===== src/rtl/assert_macros.svh =====
// assertion macros used by bmpr4_parser
// no dependencies; assertions drop out when SYNTHESIS is defined
`ifndef ASSERT_MACROS_SVH
`define ASSERT_MACROS_SVH

`ifndef SYNTHESIS

// condition holds at every clock edge outside reset
`define ASSERT_ALWAYS(label, clk, rst_n, expr) \
	label: assert property (@(posedge clk) disable iff (!rst_n) (expr)) \
		else $error("assertion failed");

// consequent holds in the same cycle as the antecedent
`define ASSERT_IMPLIES(label, clk, rst_n, ante, cons) \
	label: assert property (@(posedge clk) disable iff (!rst_n) (ante) |-> (cons)) \
		else $error("assertion failed");

// consequent holds in the cycle after the antecedent
`define ASSERT_NEXT(label, clk, rst_n, ante, cons) \
	label: assert property (@(posedge clk) disable iff (!rst_n) (ante) |=> (cons)) \
		else $error("assertion failed");

`else

`define ASSERT_ALWAYS(label, clk, rst_n, expr)
`define ASSERT_IMPLIES(label, clk, rst_n, ante, cons)
`define ASSERT_NEXT(label, clk, rst_n, ante, cons)

`endif

`endif


===== src/rtl/bmpr4_pkg.sv =====
// types and constants of the rle4 bitmap stream decoder
// used by bmpr4_parser, bmpr4_out_reg and bmp_rle4_stream_decoder_top
`default_nettype none

package bmpr4_pkg;

	localparam int MAX_LINE = 1024;

	localparam logic [10:0] COL_MAX = 11'h7FF;
	localparam logic [7:0]  HI_MASK = 8'hF0;
	localparam logic [7:0]  LO_MASK = 8'h0F;

	// escape codes following a zero count byte
	localparam logic [7:0] ESC_EOL   = 8'd0;
	localparam logic [7:0] ESC_EOI   = 8'd1;
	localparam logic [7:0] ESC_DELTA = 8'd2;

	// configuration register indexes
	localparam logic [1:0] CFG_IMAGE_WIDTH  = 2'd0;
	localparam logic [1:0] CFG_IMAGE_HEIGHT = 2'd1;

	localparam logic [10:0] WIDTH_RESET  = 11'd320;
	localparam logic [15:0] HEIGHT_RESET = 16'd240;

	typedef enum logic [2:0] {
		PH_COUNT,
		PH_VALUE,
		PH_ESCAPE,
		PH_DX,
		PH_DY,
		PH_ABS,
		PH_PAD
	} phase_t;

	typedef enum logic [1:0] {
		KIND_RUN,
		KIND_LINE,
		KIND_IMAGE,
		KIND_ERROR
	} kind_t;

	typedef struct packed {
		kind_t       kind;
		logic [15:0] row;
		logic [10:0] column;
		logic [7:0]  run_length;
		logic [3:0]  first_index;
		logic [3:0]  second_index;
		logic        overrun;
	} result_t;

	typedef struct packed {
		logic       step;
		logic [7:0] data_byte;
	} step_t;

	typedef struct packed {
		logic    emit;
		result_t res;
	} beat_t;

endpackage

`default_nettype wire


===== src/rtl/bmpr4_parser.sv =====
// parse state and per-byte decode of the rle4 stream
// depends on bmpr4_pkg and assert_macros.svh
`default_nettype none
`include "assert_macros.svh"

module bmpr4_parser (
	input  wire              clk,
	input  wire              arst_n,
	input  bmpr4_pkg::step_t step_i,
	input  wire  [10:0]      image_width,
	input  wire  [15:0]      image_height,
	output bmpr4_pkg::beat_t beat_o
);
	import bmpr4_pkg::*;

	phase_t      phase_q, phase_d;
	logic [7:0]  count_q, count_d;
	logic [10:0] col_q, col_d;
	logic [15:0] row_q, row_d;
	logic [7:0]  abs_left_q, abs_left_d;
	logic        pad_q, pad_d;
	logic [7:0]  dx_q, dx_d;
	logic        finished_q, finished_d;

	logic [7:0]  b;
	logic [7:0]  abs_n;
	logic [7:0]  run_len;
	logic [11:0] run_end;
	logic [12:0] width_eff;
	logic        do_run;
	logic [11:0] delta_col;
	logic [16:0] delta_row;
	logic [8:0]  abs_inc;

	assign b = step_i.data_byte;

	assign abs_n     = (abs_left_q >= 8'd2) ? 8'd2 : abs_left_q;
	assign run_len   = (phase_q == PH_ABS) ? abs_n : count_q;
	assign run_end   = {1'b0, col_q} + {4'b0, run_len};
	assign width_eff = ({2'b0, image_width} > 13'(MAX_LINE)) ? 13'(MAX_LINE)
		: {2'b0, image_width};
	assign delta_col = {1'b0, col_q} + {4'b0, dx_q};
	assign delta_row = {1'b0, row_q} + {9'b0, b};
	assign abs_inc   = {1'b0, b} + 9'd1;

	always_comb begin
		phase_d    = phase_q;
		count_d    = count_q;
		col_d      = col_q;
		row_d      = row_q;
		abs_left_d = abs_left_q;
		pad_d      = pad_q;
		dx_d       = dx_q;
		finished_d = finished_q;
		do_run     = 1'b0;
		beat_o     = '0;
		beat_o.res.row = row_q;

		if (step_i.step && !finished_q) begin
			unique case (phase_q)
				PH_COUNT: begin
					if (b != 8'd0) begin
						count_d = b;
						phase_d = PH_VALUE;
					end else begin
						phase_d = PH_ESCAPE;
					end
				end
				PH_VALUE: begin
					phase_d = PH_COUNT;
					do_run  = 1'b1;
				end
				PH_ESCAPE: begin
					phase_d = PH_COUNT;
					priority if (b == ESC_EOL) begin
						beat_o.emit = 1'b1;
						if (row_q >= image_height) begin
							finished_d      = 1'b1;
							beat_o.res.kind = KIND_ERROR;
						end else begin
							beat_o.res.kind = KIND_LINE;
							row_d = row_q + 16'd1;
							col_d = '0;
						end
					end else if (b == ESC_EOI) begin
						finished_d      = 1'b1;
						beat_o.emit     = 1'b1;
						beat_o.res.kind = KIND_IMAGE;
					end else if (b == ESC_DELTA) begin
						phase_d = PH_DX;
					end else begin
						abs_left_d = b;
						// pad when the packed byte count ceil(n/2) is odd
						pad_d   = abs_inc[1];
						phase_d = PH_ABS;
					end
				end
				PH_DX: begin
					dx_d    = b;
					phase_d = PH_DY;
				end
				PH_DY: begin
					phase_d = PH_COUNT;
					col_d   = delta_col[11] ? COL_MAX : delta_col[10:0];
					if (delta_row > {1'b0, image_height}) begin
						finished_d      = 1'b1;
						beat_o.emit     = 1'b1;
						beat_o.res.kind = KIND_ERROR;
					end else begin
						row_d = delta_row[15:0];
					end
				end
				PH_ABS: begin
					abs_left_d = abs_left_q - abs_n;
					if (abs_left_d == 8'd0) begin
						phase_d = pad_q ? PH_PAD : PH_COUNT;
					end
					do_run = (abs_n != 8'd0);
				end
				PH_PAD: begin
					pad_d   = 1'b0;
					phase_d = PH_COUNT;
				end
				default: begin
					phase_d = PH_COUNT;
				end
			endcase

			if (do_run) begin
				beat_o.emit = 1'b1;
				if (row_q >= image_height) begin
					finished_d      = 1'b1;
					beat_o.res.kind = KIND_ERROR;
				end else begin
					col_d = run_end[11] ? COL_MAX : run_end[10:0];
					beat_o.res.kind         = KIND_RUN;
					beat_o.res.column       = col_q;
					beat_o.res.run_length   = run_len;
					beat_o.res.first_index  = 4'((b & HI_MASK) >> 4);
					beat_o.res.second_index = (run_len > 8'd1) ? 4'(b & LO_MASK) : 4'd0;
					beat_o.res.overrun      = ({1'b0, run_end} > width_eff);
				end
			end
		end
	end

	always_ff @(posedge clk or negedge arst_n) begin
		if (!arst_n) begin
			phase_q    <= PH_COUNT;
			count_q    <= '0;
			col_q      <= '0;
			row_q      <= '0;
			abs_left_q <= '0;
			pad_q      <= 1'b0;
			dx_q       <= '0;
			finished_q <= 1'b0;
		end else begin
			phase_q    <= phase_d;
			count_q    <= count_d;
			col_q      <= col_d;
			row_q      <= row_d;
			abs_left_q <= abs_left_d;
			pad_q      <= pad_d;
			dx_q       <= dx_d;
			finished_q <= finished_d;
		end
	end

	`ASSERT_IMPLIES(a_silent_after_end, clk, arst_n, step_i.step && finished_q, !beat_o.emit)
	`ASSERT_NEXT(a_end_latches, clk, arst_n, beat_o.emit && (beat_o.res.kind == KIND_IMAGE || beat_o.res.kind == KIND_ERROR), finished_q)
	`ASSERT_IMPLIES(a_pad_pending, clk, arst_n, phase_q == PH_PAD, pad_q)
	`ASSERT_ALWAYS(a_abs_left, clk, arst_n, (phase_q != PH_ABS) || (abs_left_q != 8'd0))

endmodule

`default_nettype wire


===== src/rtl/bmpr4_out_reg.sv =====
// result register of the decoder, drives the master-side stream
// depends on bmpr4_pkg
`default_nettype none

module bmpr4_out_reg (
	input  wire              clk,
	input  wire              arst_n,
	input  bmpr4_pkg::beat_t beat_i,
	output logic             advance,
	output logic             m_tvalid,
	input  wire              m_tready,
	output logic [47:0]      m_tdata,
	output logic [1:0]       m_tuser
);
	import bmpr4_pkg::*;

	result_t res_q;

	// register is free when empty or its beat leaves this cycle
	assign advance = !m_tvalid || m_tready;

	always_ff @(posedge clk or negedge arst_n) begin
		if (!arst_n) begin
			m_tvalid <= 1'b0;
		end else if (advance) begin
			m_tvalid <= beat_i.emit;
		end
	end

	always_ff @(posedge clk) begin
		if (advance && beat_i.emit) begin
			res_q <= beat_i.res;
		end
	end

	assign m_tdata = {4'b0, res_q.overrun, res_q.second_index, res_q.first_index,
		res_q.run_length, res_q.column, res_q.row};
	assign m_tuser = res_q.kind;

endmodule

`default_nettype wire


===== src/rtl/bmp_rle4_stream_decoder_top.sv =====
// rle4 bitmap stream decoder, top level: input register, config registers
// depends on bmpr4_pkg, bmpr4_parser and bmpr4_out_reg
//
// usage:
//   slave side takes one compressed byte per beat on s_tdata[7:0]
//   master side gives one descriptor per beat: m_tuser is the kind
//   (pixel run, line done, image done, error), m_tdata the run fields
//   bytes that cause no descriptor (count, escape, delta, pad) give no beat
//   throughput: one byte per cycle while the receiver takes each beat;
//   the parse logic between the input and result registers is combinational
//   a byte is held in the input register, its descriptor in the result register;
//   when the receiver stalls, the result register holds its beat and the
//   byte in the input register waits, so s_tready stays low until the beat
//   leaves; an empty input register still takes one byte first
//   reset clears the parse state, the row and column, and loads width 320
//   and height 240; after image done or an error all bytes are swallowed
//   until the next reset; cfg_we writes cfg_data to register cfg_index
//   (0 width, 1 height), other indexes are ignored; the user writes only
//   while the decoder is idle, which the block itself does not enforce
`default_nettype none

module bmp_rle4_stream_decoder_top (
	input  wire         clk,
	input  wire         arst_n,
	input  wire         s_tvalid,
	output logic        s_tready,
	input  wire  [7:0]  s_tdata,   // [7:0] data_byte
	output logic        m_tvalid,
	input  wire         m_tready,
	output logic [47:0] m_tdata,   // [15:0] row, [26:16] column, [34:27] run_length,
	                               // [38:35] first_index, [42:39] second_index,
	                               // [43] overrun, [47:44] zero
	output logic [1:0]  m_tuser,   // [1:0] kind
	input  wire         cfg_we,
	input  wire  [1:0]  cfg_index,
	input  wire  [15:0] cfg_data
);
	import bmpr4_pkg::*;

	logic        v_s1;
	logic [7:0]  byte_s1;
	logic [10:0] width_q;
	logic [15:0] height_q;
	logic        advance;
	step_t       step;
	beat_t       beat;

	assign s_tready = !v_s1 || advance;

	always_ff @(posedge clk or negedge arst_n) begin
		if (!arst_n) begin
			v_s1 <= 1'b0;
		end else if (s_tready) begin
			v_s1 <= s_tvalid;
		end
	end

	always_ff @(posedge clk) begin
		if (s_tvalid && s_tready) begin
			byte_s1 <= s_tdata;
		end
	end

	always_ff @(posedge clk or negedge arst_n) begin
		if (!arst_n) begin
			width_q  <= WIDTH_RESET;
			height_q <= HEIGHT_RESET;
		end else if (cfg_we) begin
			if (cfg_index == CFG_IMAGE_WIDTH) begin
				width_q <= cfg_data[10:0];
			end
			if (cfg_index == CFG_IMAGE_HEIGHT) begin
				height_q <= cfg_data;
			end
		end
	end

	assign step.step      = v_s1 && advance;
	assign step.data_byte = byte_s1;

	bmpr4_parser u_parser (
		.clk          (clk),
		.arst_n       (arst_n),
		.step_i       (step),
		.image_width  (width_q),
		.image_height (height_q),
		.beat_o       (beat)
	);

	bmpr4_out_reg u_out (
		.clk      (clk),
		.arst_n   (arst_n),
		.beat_i   (beat),
		.advance  (advance),
		.m_tvalid (m_tvalid),
		.m_tready (m_tready),
		.m_tdata  (m_tdata),
		.m_tuser  (m_tuser)
	);

endmodule

`default_nettype wire


===== config.mk =====
export PLATFORM = sky130hd
export DESIGN_NAME = bmp_rle4_stream_decoder_top
export DESIGN_NICKNAME = d
export VERILOG_FILES = /design/src/rtl/bmpr4_pkg.sv /design/src/rtl/bmpr4_parser.sv /design/src/rtl/bmpr4_out_reg.sv /design/src/rtl/bmp_rle4_stream_decoder_top.sv
export VERILOG_INCLUDE_DIRS = /design/src /design/src/rtl
export SDC_FILE = /design/constraint.sdc
export NUM_CORES = 1
export LEC_CHECK = 0
export BUFFER_PORTS_ARGS = -buffer_cell sky130_fd_sc_hd__buf_2
export CORE_MARGIN = 2
export CORE_UTILIZATION = 60
export CTS_CLUSTER_SIZE = 24
export DETAILED_ROUTE_END_ITERATION = 16
export HOLD_SLACK_MARGIN = 0.12
export PLACE_DENSITY = 0.92
export SLEW_MARGIN = 20
export SYNTH_ARGS = -nofsm -noshare
export SYNTH_HDL_FRONTEND = slang
export SYNTH_HIERARCHICAL = 1
export SYNTH_SLANG_ARGS = --single-unit

===== constraint.sdc =====
create_clock -name clk -period 6.5 [get_ports clk]
set_clock_uncertainty 0.1 [all_clocks]
set_input_delay 0.975 -clock clk [delete_from_list [all_inputs] [get_ports clk]]
set_output_delay 0.975 -clock clk [all_outputs]
set_load 0.02 [all_outputs]

==> flow_metrics.env <==
export IMPL_status="complete, no violations"
export IMPL_cts_root_buf="clkbuf_16"
export IMPL_dieArea_um2=15300
export IMPL_worstMarginPinSlew_ns=0.8491
export IMPL_synth_commonest_cells="dfrtp_1, ha_1, nand2_1"
export IMPL_initial_core_util=0.6170
export IMPL_fmax_ghz=0.1976
export IMPL_timing_rr_end="u_out/m_tdata[43]$_DFFE_PP_"
export IMPL_hold_class="flop to flop"
export IMPL_layout_min_cycle_time_ns=5.061
export IMPL_max_cap_viol_count=0
export IMPL_cts_sinks=139
export IMPL_crit_slowest_cell="nand2_1"
export IMPL_overflow=0
export IMPL_portBuffers=78
export IMPL_maxSlewHeadroom=0.4326
export IMPL_seq_area_um2=3756
export IMPL_ant_nets=0
export IMPL_hold_violations=0
export IMPL_synth_edf_count=54
export IMPL_ctsHoldBuffers=0
export IMPL_pin_count=83
export IMPL_multi_input_area_um2=4579
export IMPL_routabilityCongestion=0.9678
export IMPL_grtUsageTotal=0.2876
export IMPL_cp_arrival_ns=5.14
export IMPL_grt_first_pass_wirelength_mm=33.44
export IMPL_postSynthCellCount=825
export IMPL_power_switching_uw=1545
export IMPL_worstPathCellList="nor2b_1 > nand2_1 > a21oi_1 > inv_1 > fa_1 > a21oi_1 > o2111ai_1 > a31oi_1 > nor2_1 > xor2_1 > ha_1 > a2111oi_0 > nor2b_1 > a221oi_1 > o21a_1"
export IMPL_crit_buf_inv=1
export IMPL_postCtsSetupBuffers=0
export IMPL_rr_worst_depth=15
export IMPL_cts_tree="yes"
export IMPL_synthArstFlopShare=0.6115
export IMPL_post_cts_resized=0
export IMPL_ys_seq_area_frac=0.4368
export IMPL_startpoint="u_parser/phase_q[1]$_DFFE_PN0P_"
export IMPL_hold_start="u_parser/finished_q$_DFFE_PN0P_"
export IMPL_clockBufferDepth=2
export IMPL_drive_above_1_share=0.1972
export IMPL_clockPowerShare=0.243
export IMPL_cp_end_kind="flop"
export IMPL_clk_latency_ns=0.43
export IMPL_area_growth_syn_to_layout_pct=12.94
export IMPL_wl_per_cell_um=19.37
export IMPL_crit_type="flop to flop"
export IMPL_antenna_found_initial=0
export IMPL_r2r_slack_ns=1.44
export IMPL_seq_power_share=0.326
export IMPL_core_um2=13930
export IMPL_critPathLaunchType="flop"
export IMPL_htreeDepth=4
export IMPL_p_sw_frac=0.3940
export IMPL_vias=6964
export IMPL_power_internal_uw=2376
export IMPL_nFillCells=1030
export IMPL_grt_max_degree=55
export IMPL_synth_warnings=6
export IMPL_grt_pass1_vias=6705
export IMPL_syn_area_um2=8598
export IMPL_nNetsFinal=1006
export IMPL_powerDensity_nw_per_um2=403.7
export IMPL_diodes=0
export IMPL_numCtsBuffers=17
export IMPL_crit_family="compound AO/OA/AOI/OAI gates"
export IMPL_worstPathRequired_ns=6.58
export IMPL_die_h_um=123.7
export IMPL_r2r_start="u_parser/phase_q[1]$_DFFE_PN0P_"
export IMPL_clkTransAtPathRegs_ns=0.06
export IMPL_synth_top_area_cell="dfrtp_1"
export IMPL_ys_flop_type="dfrtp_1"
export IMPL_viasPerCell=6.371
export IMPL_drt_initial_drc_count=856
export IMPL_ys_seq_elements=139
export IMPL_hpwl_mm=14.85
export IMPL_leakage_uw=0.004404
export IMPL_yosysUniqueCellTypes=76
export IMPL_drc_errors=0
export IMPL_setup_viol=0
export IMPL_ir_worst_vdd_mv=0.1745
export IMPL_synth_top_cell_area_share=0.2299
export IMPL_drt_wl_total_mm=21.17
export IMPL_rsz0062_at_grt="false"
export IMPL_final_area_um2=9711
export IMPL_syn_area_per_cell_um2=10.42
export IMPL_worstSetupEndpoint="u_out/m_tdata[43]$_DFFE_PP_"
export IMPL_min_period_over_period=0.7785
export IMPL_die_w_um=123.7
export IMPL_slew_violations=0
export IMPL_placed_area_um2=9123
export IMPL_drt_pass1_iter_count=5
export IMPL_p_comb_frac=0.431
export IMPL_cpPeakStageDelay_ns=0.53
export IMPL_rows=43
export IMPL_yosys_top_cells_area="dfrtp_1, edfxtp_1, ha_1"
export IMPL_cp_max_fo=30
export IMPL_synth_most_common_cell="dfrtp_1"
export IMPL_tns_ns=0
export IMPL_cp_depth=15
[placed cells by master (no fill, tap or decap), types with 21 or more instances in the layout]
| cell | n |
|---|---|
| nor2_1 | 53 |
| mux2_2 | 23 |
| nand2_1 | 66 |
| nand3_1 | 37 |
| a21oi_1 | 28 |
| o21ai_0 | 52 |
| and2_1 | 28 |
| edfxtp_1 | 54 |
| ha_1 | 72 |
| buf_2 | 77 |
| nor3_1 | 21 |
| dfrtp_1 | 79 |
| inv_1 | 35 |
[per-layer routing]
| layer | up-vias | GRT usage | wire length [um] |
|---|---|---|---|
| met4 | 0 | 0.1335 | 763 |
| met2 | 378 | 0.4657 | 10220 |
| met5 | - | 0 | 0 |
| met1 | 3300 | 0.3655 | 8709 |
| li1 | 3207 | - | - |
| met3 | 79 | 0.06914 | 1479 |
[cells by family (layout without fill, tap and decap cells)]
logic type	after synthesis	in the layout	share of synthesized area
AOI/OAI and AO/OA	178	178	0.1419
xor gates and xnor gates	36	36	0.03667
adders and majority gates	75	75	0.1118
buffers and inverters	67	152	0.03318
DFF	139	139	0.4368
muxes	46	46	0.06854
other	2	5	0.0008734
and+or+nand+nor	282	282	0.1703
[power groups by stage]
stage	clock network [uW]	registers [uW]	logic, uW
floorplan	0	1300	1190
global placement	0	1270	1570
detailed placement	0	1280	1620
CTS	963	1270	1650
global route	1000	1300	1860
finish	953	1280	1690
[sequential cells by signal (all words and copies together), names as in the netlist, 2 cells and up]
register / count
byte_s1: 8
height_q: 16
u_out/m_tdata: 44
u_out/m_tuser: 2
u_parser/abs_left_q: 8
u_parser/col_q: 11
u_parser/count_q: 8
u_parser/dx_q: 8
u_parser/phase_q: 3
u_parser/row_q: 16
width_q: 11
[worst min-delay path by stage]
stage                                       to  slack, ns  cells after the start
3_3_place_gp   u_parser/finished_q$_DFFE_PN0P_       0.35                      1
5_1_grt        u_parser/finished_q$_DFFE_PN0P_       0.39                      1
2_1_floorplan  u_parser/finished_q$_DFFE_PN0P_       0.34                      1
3_5_place_dp   u_parser/finished_q$_DFFE_PN0P_       0.36                      1
6_report       u_parser/finished_q$_DFFE_PN0P_       0.38                      1
4_1_cts        u_parser/finished_q$_DFFE_PN0P_       0.38                      1
[area by class of cell]
cell class / count / share of cell area
timing repair buffer: 84 / 0.04510
inverter: 36 / 0.01392
multi-input combinational: 622 / 0.4716
sequential: 139 / 0.3868
tap: 180 / 0.02319
clock buffer: 19 / 0.04458
clock inverter: 13 / 0.01482
[per-stage QoR]
stage | setup slack, ns | utilization | total power (uW) | hold slack, ns | std cells
finish | 1.439 | 0.6969 | 3920 | 0.3779 | 1093
global placement | 1.711 | 0.6547 | 2845 | 0.3529 | 1061
detailed placement | 1.576 | 0.6547 | 2902 | 0.3619 | 1061
global route | 1.053 | 0.6969 | 4160 | 0.3919 | 1093
floorplan | 1.765 | - | 2483 | 0.3413 | 828
CTS | 1.564 | 0.6961 | 3881 | 0.3776 | 1093
Power figures use the tool's default switching activity.
